==> config.mk <==
export PLATFORM = sky130hd
export DESIGN_NAME = cosine_similarity_engine_flat
export DESIGN_NICKNAME = d
export VERILOG_FILES = /design/src/hdl/cse_pkg.sv /design/src/hdl/cse_channels.sv /design/src/hdl/cse_sqrt.sv /design/src/hdl/cse_datapath.sv /design/src/hdl/cse_ctrl.sv /design/src/hdl/cosine_similarity_engine.sv /design/src/flat_wrapper.sv
export SDC_FILE = /design/constraint.sdc
export NUM_CORES = 2
export LEC_CHECK = 0
export ABC_AREA = 1
export BUFFER_PORTS_ARGS = -buffer_cell sky130_fd_sc_hd__buf_2
export CAP_MARGIN = 20
export CELL_PAD_IN_SITES_DETAIL_PLACEMENT = 1
export CELL_PAD_IN_SITES_GLOBAL_PLACEMENT = 1
export CORE_MARGIN = 8
export CORE_UTILIZATION = 38
export DETAILED_ROUTE_END_ITERATION = 10
export PLACE_DENSITY = 0.76
export SYNTH_ARGS = -nofsm -noshare
export SYNTH_HDL_FRONTEND = slang
export SYNTH_SLANG_ARGS = --single-unit
==> constraint.sdc <==
create_clock -name clock -period 17.5 [get_ports clock]
set_clock_uncertainty 0.2 [all_clocks]
set_input_delay 2.625 -clock clock [delete_from_list [all_inputs] [get_ports clock]]
set_output_delay 2.625 -clock clock [all_outputs]
set_load 0.02 [all_outputs]
==> src/hdl/cse_pkg.sv <==
// Shared types and constants of the cosine similarity engine.
package cse_pkg;

   localparam int ELEM_BITS  = 16;
   localparam int PROD_BITS  = 2 * ELEM_BITS;
   localparam int ACC_BITS   = 41;
   localparam int ROOT_BITS  = (ACC_BITS + 1) / 2;
   localparam int RAD_BITS   = 2 * ROOT_BITS;
   localparam int REM_BITS   = ROOT_BITS + 2;
   localparam int DEN_BITS   = 2 * ROOT_BITS;
   localparam int FRAC_BITS  = 15;
   localparam int QUO_BITS   = FRAC_BITS + 2;
   localparam int ROOT_STEPS = ROOT_BITS;
   localparam int DIV_STEPS  = QUO_BITS;
   localparam int CNT_BITS   = $clog2(ROOT_STEPS);

   localparam logic signed [ELEM_BITS-1:0] SIM_MAX = {1'b0, {(ELEM_BITS-1){1'b1}}};
   localparam logic signed [ELEM_BITS-1:0] SIM_MIN = {1'b1, {(ELEM_BITS-1){1'b0}}};
   localparam logic [QUO_BITS-1:0] NEG_LIMIT = QUO_BITS'(1) << FRAC_BITS;

   typedef enum logic [2:0] {
      ST_ACCUM,
      ST_DRAIN,
      ST_LOAD,
      ST_ROOT,
      ST_MULT,
      ST_DIV_INIT,
      ST_DIV,
      ST_FINISH
   } cse_state_type;

   typedef struct packed {
      logic take;
      logic load;
      logic root_step;
      logic mult;
      logic div_init;
      logic div_step;
      logic out_load;
   } cse_cmd_type;

endpackage

==> src/hdl/cse_channels.sv <==
// Valid/ready channel interfaces for the element pairs and the results.
interface cse_req_if;
   logic                                   valid;
   logic                                   ready;
   logic signed [cse_pkg::ELEM_BITS-1:0]   a_value;
   logic signed [cse_pkg::ELEM_BITS-1:0]   b_value;
   logic                                   a_present;
   logic                                   b_present;
   logic                                   last;

   modport source (output valid, a_value, b_value, a_present, b_present, last,
                   input ready);
   modport sink (input valid, a_value, b_value, a_present, b_present, last,
                 output ready);
endinterface

interface cse_rsp_if;
   logic                                   valid;
   logic                                   ready;
   logic signed [cse_pkg::ELEM_BITS-1:0]   similarity_out;
   logic                                   zero_norm;

   modport source (output valid, similarity_out, zero_norm, input ready);
   modport sink (input valid, similarity_out, zero_norm, output ready);
endinterface

==> src/hdl/cse_sqrt.sv <==
// Bit-serial floor square root, two radicand bits per step.
module cse_sqrt (
   input  logic                          clock,
   input  logic                          load,
   input  logic                          step,
   input  logic [cse_pkg::ACC_BITS-1:0]  value,
   output logic [cse_pkg::ROOT_BITS-1:0] root
);
   import cse_pkg::*;

   logic [RAD_BITS-1:0]  rad_ff, rad_in;
   logic [REM_BITS-1:0]  rem_ff, rem_in;
   logic [ROOT_BITS-1:0] root_ff, root_in;
   logic [REM_BITS+1:0]  cat;
   logic [REM_BITS+1:0]  trial;

   always_comb begin
      cat     = {rem_ff, rad_ff[RAD_BITS-1 -: 2]};
      trial   = {2'b00, root_ff, 2'b01};
      rad_in  = rad_ff;
      rem_in  = rem_ff;
      root_in = root_ff;
      if (load) begin
         rad_in  = RAD_BITS'(value);
         rem_in  = '0;
         root_in = '0;
      end else if (step) begin
         rad_in = rad_ff << 2;
         // The remainder never exceeds twice the partial root, so it fits.
         if (cat >= trial) begin
            rem_in  = REM_BITS'(cat - trial);
            root_in = {root_ff[ROOT_BITS-2:0], 1'b1};
         end else begin
            rem_in  = cat[REM_BITS-1:0];
            root_in = {root_ff[ROOT_BITS-2:0], 1'b0};
         end
      end
   end

   always_ff @(posedge clock) begin
      rad_ff  <= rad_in;
      rem_ff  <= rem_in;
      root_ff <= root_in;
   end

   assign root = root_ff;

endmodule

==> src/hdl/cse_datapath.sv <==
// Accumulators, square roots, denominator product, divider and result register.
module cse_datapath (
   input  logic                                 clock,
   input  logic                                 reset,
   input  cse_pkg::cse_cmd_type                 cmd,
   input  logic signed [cse_pkg::ELEM_BITS-1:0] a_value,
   input  logic signed [cse_pkg::ELEM_BITS-1:0] b_value,
   input  logic                                 a_present,
   input  logic                                 b_present,
   output logic signed [cse_pkg::ELEM_BITS-1:0] similarity_out,
   output logic                                 zero_norm
);
   import cse_pkg::*;

   // Product stage.
   logic                        pvalid_ff;
   logic                        pa_ff, pb_ff;
   logic signed [PROD_BITS-1:0] pdot_ff;
   logic [PROD_BITS-2:0]        psqa_ff, psqb_ff;
   logic signed [PROD_BITS-1:0] mul_ab, mul_aa, mul_bb;

   // Accumulators.
   logic signed [ACC_BITS-1:0] dot_ff, dot_in;
   logic [ACC_BITS-1:0]        sqa_ff, sqa_in, sqb_ff, sqb_in;
   logic signed [ACC_BITS:0]   dot_sum;
   logic [ACC_BITS:0]          sqa_sum, sqb_sum;

   // Finishing arithmetic.
   logic [ROOT_BITS-1:0] root_a, root_b;
   logic                 neg_ff;
   logic [ACC_BITS-1:0]  mag_ff;
   logic [DEN_BITS-1:0]  den_ff;
   logic                 zero_ff, sat_ff;
   logic [DEN_BITS-1:0]  rem_ff, rem_in;
   logic [QUO_BITS-1:0]  low_ff, quo_ff;
   logic [DEN_BITS:0]    shifted;
   logic                 qbit;
   logic signed [ELEM_BITS-1:0] sim;
   logic signed [ELEM_BITS-1:0] sim_ff;
   logic                        zero_norm_ff;

   assign mul_ab = a_value * b_value;
   assign mul_aa = a_value * a_value;
   assign mul_bb = b_value * b_value;

   always_ff @(posedge clock) begin
      if (reset) begin
         pvalid_ff <= 1'b0;
      end else begin
         pvalid_ff <= cmd.take;
      end
      if (cmd.take) begin
         pa_ff   <= a_present;
         pb_ff   <= b_present;
         pdot_ff <= mul_ab;
         psqa_ff <= mul_aa[PROD_BITS-2:0];
         psqb_ff <= mul_bb[PROD_BITS-2:0];
      end
   end

   always_comb begin
      dot_sum = {dot_ff[ACC_BITS-1], dot_ff} + (ACC_BITS+1)'(pdot_ff);
      sqa_sum = {1'b0, sqa_ff} + (ACC_BITS+1)'(psqa_ff);
      sqb_sum = {1'b0, sqb_ff} + (ACC_BITS+1)'(psqb_ff);
      dot_in  = dot_ff;
      sqa_in  = sqa_ff;
      sqb_in  = sqb_ff;
      if (cmd.load) begin
         dot_in = '0;
         sqa_in = '0;
         sqb_in = '0;
      end else if (pvalid_ff) begin
         if (pa_ff) begin
            sqa_in = sqa_sum[ACC_BITS] ? '1 : sqa_sum[ACC_BITS-1:0];
         end
         if (pb_ff) begin
            sqb_in = sqb_sum[ACC_BITS] ? '1 : sqb_sum[ACC_BITS-1:0];
         end
         if (pa_ff && pb_ff) begin
            // The top two bits disagree only when the sum left the signed range.
            unique case (dot_sum[ACC_BITS:ACC_BITS-1])
               2'b01:   dot_in = {1'b0, {(ACC_BITS-1){1'b1}}};
               2'b10:   dot_in = {1'b1, {(ACC_BITS-1){1'b0}}};
               default: dot_in = dot_sum[ACC_BITS-1:0];
            endcase
         end
      end
   end

   always_ff @(posedge clock) begin
      if (reset) begin
         dot_ff <= '0;
         sqa_ff <= '0;
         sqb_ff <= '0;
      end else begin
         dot_ff <= dot_in;
         sqa_ff <= sqa_in;
         sqb_ff <= sqb_in;
      end
   end

   cse_sqrt u_sqrt_a (
      .clock (clock),
      .load  (cmd.load),
      .step  (cmd.root_step),
      .value (sqa_ff),
      .root  (root_a)
   );

   cse_sqrt u_sqrt_b (
      .clock (clock),
      .load  (cmd.load),
      .step  (cmd.root_step),
      .value (sqb_ff),
      .root  (root_b)
   );

   always_comb begin
      shifted = {rem_ff, low_ff[QUO_BITS-1]};
      qbit    = shifted >= {1'b0, den_ff};
      rem_in  = qbit ? DEN_BITS'(shifted - {1'b0, den_ff}) : shifted[DEN_BITS-1:0];
   end

   always_ff @(posedge clock) begin
      if (cmd.load) begin
         neg_ff <= dot_ff[ACC_BITS-1];
         mag_ff <= dot_ff[ACC_BITS-1] ? ACC_BITS'(-dot_ff) : ACC_BITS'(dot_ff);
      end
      if (cmd.mult) begin
         den_ff <= root_a * root_b;
      end
      if (cmd.div_init) begin
         zero_ff <= (den_ff == '0);
         // A quotient of four or more in integer terms cannot fit the result.
         sat_ff  <= {3'b000, mag_ff} >= {den_ff, 2'b00};
         rem_ff  <= DEN_BITS'(mag_ff >> 2);
         low_ff  <= {mag_ff[1:0], {FRAC_BITS{1'b0}}};
         quo_ff  <= '0;
      end else if (cmd.div_step) begin
         rem_ff <= rem_in;
         low_ff <= low_ff << 1;
         quo_ff <= {quo_ff[QUO_BITS-2:0], qbit};
      end
   end

   always_comb begin
      if (zero_ff) begin
         sim = '0;
      end else if (neg_ff) begin
         sim = (sat_ff || quo_ff > NEG_LIMIT) ? SIM_MIN : ELEM_BITS'(-quo_ff);
      end else begin
         sim = (sat_ff || quo_ff[QUO_BITS-1:FRAC_BITS] != '0) ? SIM_MAX
                                                              : ELEM_BITS'(quo_ff);
      end
   end

   always_ff @(posedge clock) begin
      if (cmd.out_load) begin
         sim_ff       <= sim;
         zero_norm_ff <= zero_ff;
      end
   end

   assign similarity_out = sim_ff;
   assign zero_norm      = zero_norm_ff;

endmodule

==> src/hdl/cse_ctrl.sv <==
// Sequencer that steps the datapath through accumulation, roots and division.
module cse_ctrl (
   input  logic                 clock,
   input  logic                 reset,
   input  logic                 req_valid,
   input  logic                 req_last,
   input  logic                 rsp_ready,
   output logic                 req_ready,
   output logic                 rsp_valid,
   output cse_pkg::cse_cmd_type cmd
);
   import cse_pkg::*;

   cse_state_type       state_ff, state_in;
   logic [CNT_BITS-1:0] cnt_ff, cnt_in;
   logic                rsp_valid_ff, rsp_valid_in;
   logic                req_accept;
   logic                out_free;

   assign req_accept = req_valid && req_ready;
   assign out_free   = !rsp_valid_ff || rsp_ready;

   always_ff @(posedge clock) begin
      if (reset) begin
         state_ff     <= ST_ACCUM;
         cnt_ff       <= '0;
         rsp_valid_ff <= 1'b0;
      end else begin
         state_ff     <= state_in;
         cnt_ff       <= cnt_in;
         rsp_valid_ff <= rsp_valid_in;
      end
   end

   always_comb begin
      state_in  = state_ff;
      cnt_in    = cnt_ff;
      cmd       = '0;
      req_ready = 1'b0;
      unique case (state_ff)
         ST_ACCUM: begin
            req_ready = 1'b1;
            cmd.take  = req_valid;
            if (req_valid && req_last) begin
               state_in = ST_DRAIN;
            end
         end
         ST_DRAIN: begin
            state_in = ST_LOAD;
         end
         ST_LOAD: begin
            cmd.load = 1'b1;
            cnt_in   = '0;
            state_in = ST_ROOT;
         end
         ST_ROOT: begin
            cmd.root_step = 1'b1;
            if (cnt_ff == CNT_BITS'(ROOT_STEPS - 1)) begin
               cnt_in   = '0;
               state_in = ST_MULT;
            end else begin
               cnt_in = cnt_ff + 1'b1;
            end
         end
         ST_MULT: begin
            cmd.mult = 1'b1;
            state_in = ST_DIV_INIT;
         end
         ST_DIV_INIT: begin
            cmd.div_init = 1'b1;
            state_in     = ST_DIV;
         end
         ST_DIV: begin
            cmd.div_step = 1'b1;
            if (cnt_ff == CNT_BITS'(DIV_STEPS - 1)) begin
               cnt_in   = '0;
               state_in = ST_FINISH;
            end else begin
               cnt_in = cnt_ff + 1'b1;
            end
         end
         ST_FINISH: begin
            if (out_free) begin
               cmd.out_load = 1'b1;
               state_in     = ST_ACCUM;
            end
         end
         default: begin
            state_in = ST_ACCUM;
         end
      endcase
      rsp_valid_in = cmd.out_load || (rsp_valid_ff && !rsp_ready);
   end

   assign rsp_valid = rsp_valid_ff;

`ifndef SYNTHESIS
   a_load_free: assert property (@(posedge clock) disable iff (reset)
      cmd.out_load |-> out_free)
      else $error("result loaded over an item still waiting");

   a_load_shows: assert property (@(posedge clock) disable iff (reset)
      cmd.out_load |=> rsp_valid_ff)
      else $error("loaded result not presented");

   a_last_drains: assert property (@(posedge clock) disable iff (reset)
      (req_accept && req_last) |=> (state_ff == ST_DRAIN))
      else $error("last pair did not start the finishing sequence");

   a_cnt_range: assert property (@(posedge clock) disable iff (reset)
      (state_ff == ST_DIV) |-> (cnt_ff < CNT_BITS'(DIV_STEPS)))
      else $error("divider step count out of range");
`endif

endmodule

==> src/hdl/cosine_similarity_engine.sv <==
// Top level of the streaming cosine similarity engine.
//
// Element pairs arrive on req_if, one item per cycle while a vector streams in.
// Each item carries a_value and b_value (signed Q1.15), presence flags for the
// two vectors, and last on the final position. The dot product sums only
// positions where both vectors are present; each sum of squares covers its own
// vector, and all sums saturate instead of wrapping.
// After the item with last is accepted, req_if.ready stays low while the block
// finishes: a drain state, a load state, the steps of the bit-serial square
// roots, a multiply state, a divider setup state, the divider steps and a state
// that loads the output register once it is free; the result item then appears
// on rsp_if. The root and divide sequence sets the overhead per vector.
// The result sits in an output register until rsp_if.ready takes it; the next
// vector streams in meanwhile, and a stalled receiver holds the block only when
// the next result is ready to be written.
// Synchronous reset clears the accumulators and the sequencer and drops
// rsp_if.valid.
module cosine_similarity_engine (
   input  logic        clock,
   input  logic        reset,
   cse_req_if.sink     req_if,
   cse_rsp_if.source   rsp_if
);
   import cse_pkg::*;

   cse_cmd_type cmd;

   cse_ctrl u_ctrl (
      .clock     (clock),
      .reset     (reset),
      .req_valid (req_if.valid),
      .req_last  (req_if.last),
      .rsp_ready (rsp_if.ready),
      .req_ready (req_if.ready),
      .rsp_valid (rsp_if.valid),
      .cmd       (cmd)
   );

   cse_datapath u_datapath (
      .clock          (clock),
      .reset          (reset),
      .cmd            (cmd),
      .a_value        (req_if.a_value),
      .b_value        (req_if.b_value),
      .a_present      (req_if.a_present),
      .b_present      (req_if.b_present),
      .similarity_out (rsp_if.similarity_out),
      .zero_norm      (rsp_if.zero_norm)
   );

endmodule

==> src/flat_wrapper.sv <==
// flat-port wrapper written by rule: the top's interface ports become plain ports
module cosine_similarity_engine_flat import cse_pkg::*;
  (clock, reset, req_if_valid, req_if_a_value, req_if_b_value, req_if_a_present, req_if_b_present, req_if_last, req_if_ready, rsp_if_valid, rsp_if_similarity_out, rsp_if_zero_norm, rsp_if_ready);
  cse_req_if req_if_i ();
  cse_rsp_if rsp_if_i ();
  input  logic clock;
  input  logic reset;
  input wire logic [$bits(req_if_i.valid)-1:0] req_if_valid;
  input wire logic [$bits(req_if_i.a_value)-1:0] req_if_a_value;
  input wire logic [$bits(req_if_i.b_value)-1:0] req_if_b_value;
  input wire logic [$bits(req_if_i.a_present)-1:0] req_if_a_present;
  input wire logic [$bits(req_if_i.b_present)-1:0] req_if_b_present;
  input wire logic [$bits(req_if_i.last)-1:0] req_if_last;
  output wire logic [$bits(req_if_i.ready)-1:0] req_if_ready;
  output wire logic [$bits(rsp_if_i.valid)-1:0] rsp_if_valid;
  output wire logic [$bits(rsp_if_i.similarity_out)-1:0] rsp_if_similarity_out;
  output wire logic [$bits(rsp_if_i.zero_norm)-1:0] rsp_if_zero_norm;
  input wire logic [$bits(rsp_if_i.ready)-1:0] rsp_if_ready;
  assign req_if_i.valid = req_if_valid;
  assign req_if_i.a_value = req_if_a_value;
  assign req_if_i.b_value = req_if_b_value;
  assign req_if_i.a_present = req_if_a_present;
  assign req_if_i.b_present = req_if_b_present;
  assign req_if_i.last = req_if_last;
  assign req_if_ready = req_if_i.ready;
  assign rsp_if_valid = rsp_if_i.valid;
  assign rsp_if_similarity_out = rsp_if_i.similarity_out;
  assign rsp_if_zero_norm = rsp_if_i.zero_norm;
  assign rsp_if_i.ready = rsp_if_ready;
  cosine_similarity_engine u_core (.clock(clock), .reset(reset), .req_if(req_if_i), .rsp_if(rsp_if_i));
endmodule
# == After elaboration in Yosys (flattened, before gate mapping) ==
# Cells that the tools add are included.
# totals
ff_bits,565
inputBits,39
out_inout_bits,19
# op_classes
add_sub_neg,9
mul,4
magnitude_cmp,5
eq_ne,15
muxes,37
n_reduce_logical,20
# ops
op,n
41-bit 2-to-1 mux,6
41-bit by 31-bit adder with 42-bit output,2
41-bit case mux with 2 select lines,1
39-bit 2-to-1 mux,2
16-bit by 16-bit multiplier with 31-bit output,2
25-bit by 23-bit >= comparator with 1-bit output,2
16-bit 2-to-1 mux,3
23-bit 2-to-1 mux,2
23-bit subtractor,2
41-bit by 44-bit >= comparator with 1-bit output,1
43-bit by 42-bit >= comparator with 1-bit output,1
41-bit by 32-bit adder with 42-bit output,1
42-bit logical NOT,1
21-bit by 21-bit multiplier with 42-bit output,1
42-bit 2-to-1 mux,1
42-bit subtractor,1
41-bit negator,1
40-bit 2-to-1 mux,1
17-bit 2-to-1 mux,2
16-bit by 16-bit multiplier with 32-bit output,1
3-bit case mux with 8 select lines,1
17-bit by 16-bit > comparator with 1-bit output (second input constant),1
16-bit negator,1
5-bit case mux with 3 select lines,1
other kinds (20),52

# == Logic depth before layout (Yosys ltp) ==
# logic_depth
word_depth,5
depth_mapped,28
mapped_depth_nobuf,26

# == Hierarchy ==
# A second synthesis with hierarchy kept.
# unflattened
cells_unflattened,10766
hier_area_um2,80762.5
# modules_own_cells
module,n_inst,cells_per_inst,area_each_um2
cse_datapath,1,9282,70232.4
cse_sqrt,2,701,4998.5
cse_ctrl,1,82,533.0

# == Least setup slack after synthesis ==
# Ideal clock, no wire load.
# synth_path
path_type,input to register
startpoint,input port req_if_valid
endpoint,"register u_core.u_datapath.pa_ff, enable pin"
setup_ns,0.662
t_arrival_ns,9.003
required_ns,16.638
setup_slack_ns,7.635
path_stages,2
cell_sequence,inv_1 > nor3_1
# synth_rtl
item,line,rtl
"start, declared",flat_wrapper.sv:8,input wire logic [$bits(req_if_i.valid)-1:0] req_if_valid;
"end signal, assigned",cse_datapath.sv:53,pa_ff <= a_present;
"end, declared",cse_datapath.sv:17,"logic pa_ff, pb_ff;"

# == Worst setup path after layout ==
# layout_path
startpoint,input port req_if_a_value[15]
endpoint,register u_core.u_datapath.psqa_ff[27] (data pin)
# layout_via
elab_chain_len,1
# layout_rtl
item,line,rtl
"start, declared",flat_wrapper.sv:9,input wire logic [$bits(req_if_i.a_value)-1:0] req_if_a_value;
16-bit by 16-bit multiplier with 31-bit output,cse_datapath.sv:43,assign mul_aa = a_value * a_value;
net u_core.u_datapath.mul_aa[27],cse_datapath.sv:20,"logic signed [PROD_BITS-1:0] mul_ab, mul_aa, mul_bb;"
"end signal, assigned",cse_datapath.sv:56,psqa_ff <= mul_aa[PROD_BITS-2:0];
"end, declared",cse_datapath.sv:19,"logic [PROD_BITS-2:0] psqa_ff, psqb_ff;"
# The timed path passes the listed nets, and every way through them passes these cells.
# A chain may end at the register's enable or synchronous reset.

==> flow_metrics.py <==
metrics = {
    "run_status": {
        "status": "complete, no violations",
    },
    "final_layout": {
        "area_growth_pct": 7.00,
        "fin_nets": 12300,
        "final_cell_mix": "2566 x nand2_1, 2528 x inv_1, 1088 x fa_1",
        "stdcell_area_mm2": 0.0861,
        "layout_commonest_cell": "nand2_1",
        "drive_gt1_share_pct": 3.03,
    },
    "setup_path": {
        "cpLargestDelayFamily": "adder cells",
        "worstRegToRegCells": 19,
        "path_cells": "buf_2, nand2_1, inv_1, fa_1, fa_1, inv_1, fa_1, fa_1, inv_1, fa_1, fa_1, ha_1, nand2_1, nor4_1, nand4_1, nand3_1, a21oi_1, xor2_1",
        "required_ns": 17.73,
        "cp_slowest_cell": "fa_1",
        "cp-end-kind": "register",
        "cp-start-kind": "input pin",
        "cp_max_fo": 41,
        "critPathMaxStageDelay_ns": 0.75,
        "crit_arrival_ns": 8.81,
        "r2r_slack_ns": 9.89,
        "crit_type": "in -> reg",
        "rr_startpoint": "u_core.u_datapath.u_sqrt_b.root[13]",
        "timing.rr.end": "u_core.u_datapath.den_ff[38]",
        "crit_top_cell": "fa_1",
        "critical_path_buf_inv_count": 4,
        "crit_start": "req_if_a_value[15]",
    },
    "synthesis": {
        "ys_ff_latch": 563,
        "seq_area_frac_synth_pct": 18.0,
        "synth_top_area_share_pct": 27.1,
        "ys.flop_type": "edfxtp_1",
        "yosysWarnings": 0,
        "synth_nets": 12400,
        "yosys.area.top_type": "fa_1",
        "synthArstFlopShare_pct": 0,
        "syn-instance-count": 10700,
        "synth_edf_count": 320,
        "synth_area_mm2": 0.0805,
        "synthDistinctLibCells": 56,
        "postSynthAreaPerCell_um2": 7.55,
        "synthTopCellsByArea": "fa_1 27%, nand2_1 12%, edfxtp_1 12%",
    },
    "routing": {
        "first_pass_iters": 6,
        "via_per_inst": 5.13,
        "num_vias": 69000,
        "ant_nets": 0,
        "drcViolationCount": 0,
        "drtIter0Drc": 3879,
        "wire_per_inst_um": 19.1,
        "routed_wl_mm": 257,
    },
    "worst_hold_path": {
        "holdPathEnd": "u_core.u_datapath.u_sqrt_b.rem_ff[22]",
        "hold_depth": 2,
        "min_path_type": "reg -> reg",
        "hp-start": "u_core.u_datapath.u_sqrt_b.rem_ff[22]",
    },
    "floorplan": {
        "fp.dieArea_mm2": 0.227,
        "coreArea_mm2": 0.211,
        "rows": 169,
        "die_h_um": 476,
        "io_pins": 58,
        "die_w_um": 476,
        "start_util_pct": 38.1,
    },
    "sta": {
        "tightest_slew_ns": 1.16,
        "clock.fmax_mhz": 117,
        "setup_violations": 0,
        "hold_viol": 0,
        "setup_ws_ns": 8.92,
        "period_share_pct": 49.0,
        "slew_headroom_pct": 22.5,
        "grt_setup_unrepaired": "no",
        "finalSetupTns_ns": 0,
        "drv_slew": 0,
        "min_period_ns": 8.58,
    },
    "place": {
        "pre_cts_ws_ns": 8.24,
        "gp_congestion": 0.934,
        "placed_area_mm2": 0.0836,
        "dpl.hpwl_mm": 208,
        "io_buffers": 57,
    },
    "power_and_ir_drop": {
        "powerDensity_mw_per_mm2": 203,
        "p_leak_nw": 45.7,
        "p_total_w": 0.0175,
        "irDropWorstVdd_mv": 0.250,
    },
    "clock_network": {
        "numCtsBuffers": 70,
        "post_cts_buffers": 0,
        "clk_latency_ns": 0.69,
        "clk_pin_slew_worst_paths_ns": 0.06,
        "ctsResizeCount": 0,
        "cts_hold_buf": 0,
        "cts_tree": "done",
        "cts.sink_count": 563,
        "clk_path_buf_depth": 3,
        "root_buffer": "clkbuf_16",
        "htree_levels": 3,
    },
    "global_route": {
        "track_usage_pct": 22.4,
        "grt-ovfl-total": 0,
        "antenna_found_initial": 8,
        "grt_pass1_wl_mm": 417,
        "grt_max_degree": 87,
        "grt_pass1_vias": 77200,
    },
    "flow_run": {
        "maxCapViolCount": 0,
    },
}
worst min-delay path, cell delays in order, from the launching register on:
cell and delay [ns]:
dfxtp_1 0.31, nand2_1 0.06, nand2_1 0.05
flip-flops by register name, indices dropped and copies added (netlist names), 2 cells and up:
| name | cells |
|---|---|
| u_core.u_datapath.den_ff | 42 |
| u_core.u_datapath.mag_ff | 41 |
| u_core.u_datapath.sqb_ff | 41 |
| u_core.u_datapath.u_sqrt_a.root | 21 |
| u_core.u_datapath.similarity_out | 16 |
| u_core.u_datapath.u_sqrt_b.rem_ff | 23 |
| u_core.u_datapath.sqa_ff | 41 |
| u_core.u_datapath.dot_ff | 41 |
| u_core.u_datapath.u_sqrt_a.rem_ff | 23 |
| u_core.u_datapath.psqa_ff | 30 |
| u_core.u_datapath.u_sqrt_b.root | 21 |
| u_core.u_datapath.pdot_ff | 32 |
| u_core.u_ctrl.state_ff | 3 |
| u_core.u_datapath.rem_ff | 42 |
| u_core.u_ctrl.cnt_ff | 5 |
| u_core.u_datapath.quo_ff | 17 |
| u_core.u_datapath.low_ff | 2 |
| u_core.u_datapath.u_sqrt_b.rad_ff | 42 |
| u_core.u_datapath.psqb_ff | 30 |
| u_core.u_datapath.u_sqrt_a.rad_ff | 42 |
layout make-up:
type	instances	area, um2
fillers	26300	125000
multi-input cells	7245	55300
flip-flops and latches	563	14500
inverters	2544	9550
well taps	2821	3530
clock buffers	86	1880
repair buffers	129	966
clock inverters	43	473
diodes	4	10.0
cell families after synthesis:
family / Yosys count / share of synthesized area (%)
AND/OR/NAND/NOR: 3962 / 20.0
XOR/XNOR: 273 / 2.97
adder cells (fa/ha/maj): 1722 / 36.9
buffers and inverters: 2860 / 13.4
flip-flops: 563 / 18.0
AO/OA/AOI/OAI: 1288 / 8.66
report_power, final:
group / leakage (nW) / switching, W / internal, W / total, W
combinational: 39.6 / 0.00871 / 0.00475 / 0.0135
sequential: 4.96 / 0.000271 / 0.00223 / 0.00250
clock: 1.14 / 0.000662 / 0.000867 / 0.00153
total: 45.7 / 0.00964 / 0.00785 / 0.0175
metal layers:
layer  up-vias  wire length (um)  global-route usage, %
met4         2              8540                   7.36
met5         -                13                      0
met2      1365            127000                   39.9
met1     34900            112000                   28.6
met3       434              9630                   2.15
li1      32300                 -                      -
how the worst max path moves through the flow:
stage | endpoint | slack, ns | cells after the start
6_report | u_core.u_datapath.psqa_ff[27] | 8.92 | 18
5_1_grt | u_core.u_datapath.psqa_ff[27] | 8.56 | 18
4_1_cts | u_core.u_datapath.psqa_ff[27] | 8.95 | 18
3_5_place_dp | u_core.u_datapath.psqa_ff[27] | 8.24 | 18
3_3_place_gp | u_core.u_datapath.psqb_ff[27] | 8.33 | 23
2_1_floorplan | u_core.u_datapath.pa_ff | 7.64 | 2
cells in the mapped netlist, types with 23 or more instances:
cell	count
nand2_1	2567
inv_1	2529
fa_1	1088
nor2_1	699
ha_1	634
a21oi_1	571
o21ai_0	466
nand3_1	367
edfxtp_1	320
clkbuf_1	283
dfxtp_1	243
xor2_1	156
xnor2_1	117
nand4_1	101
nor3_1	92
a21o_1	51
o21bai_1	46
a31oi_1	43
nor4_1	38
or2_2	26
o211ai_1	23
metrics by stage:
step	util, %	instances	hold WS (ns)
5_1_grt	40.7	13400	0.296
4_1_cts	40.6	13400	0.264
3_5_place_dp	39.5	13300	0.252
3_3_place_gp	39.5	13300	0.243
2_1_floorplan	-	10700	0.226
6_report	40.7	13400	0.256
Power figures use the tool's default switching activity.
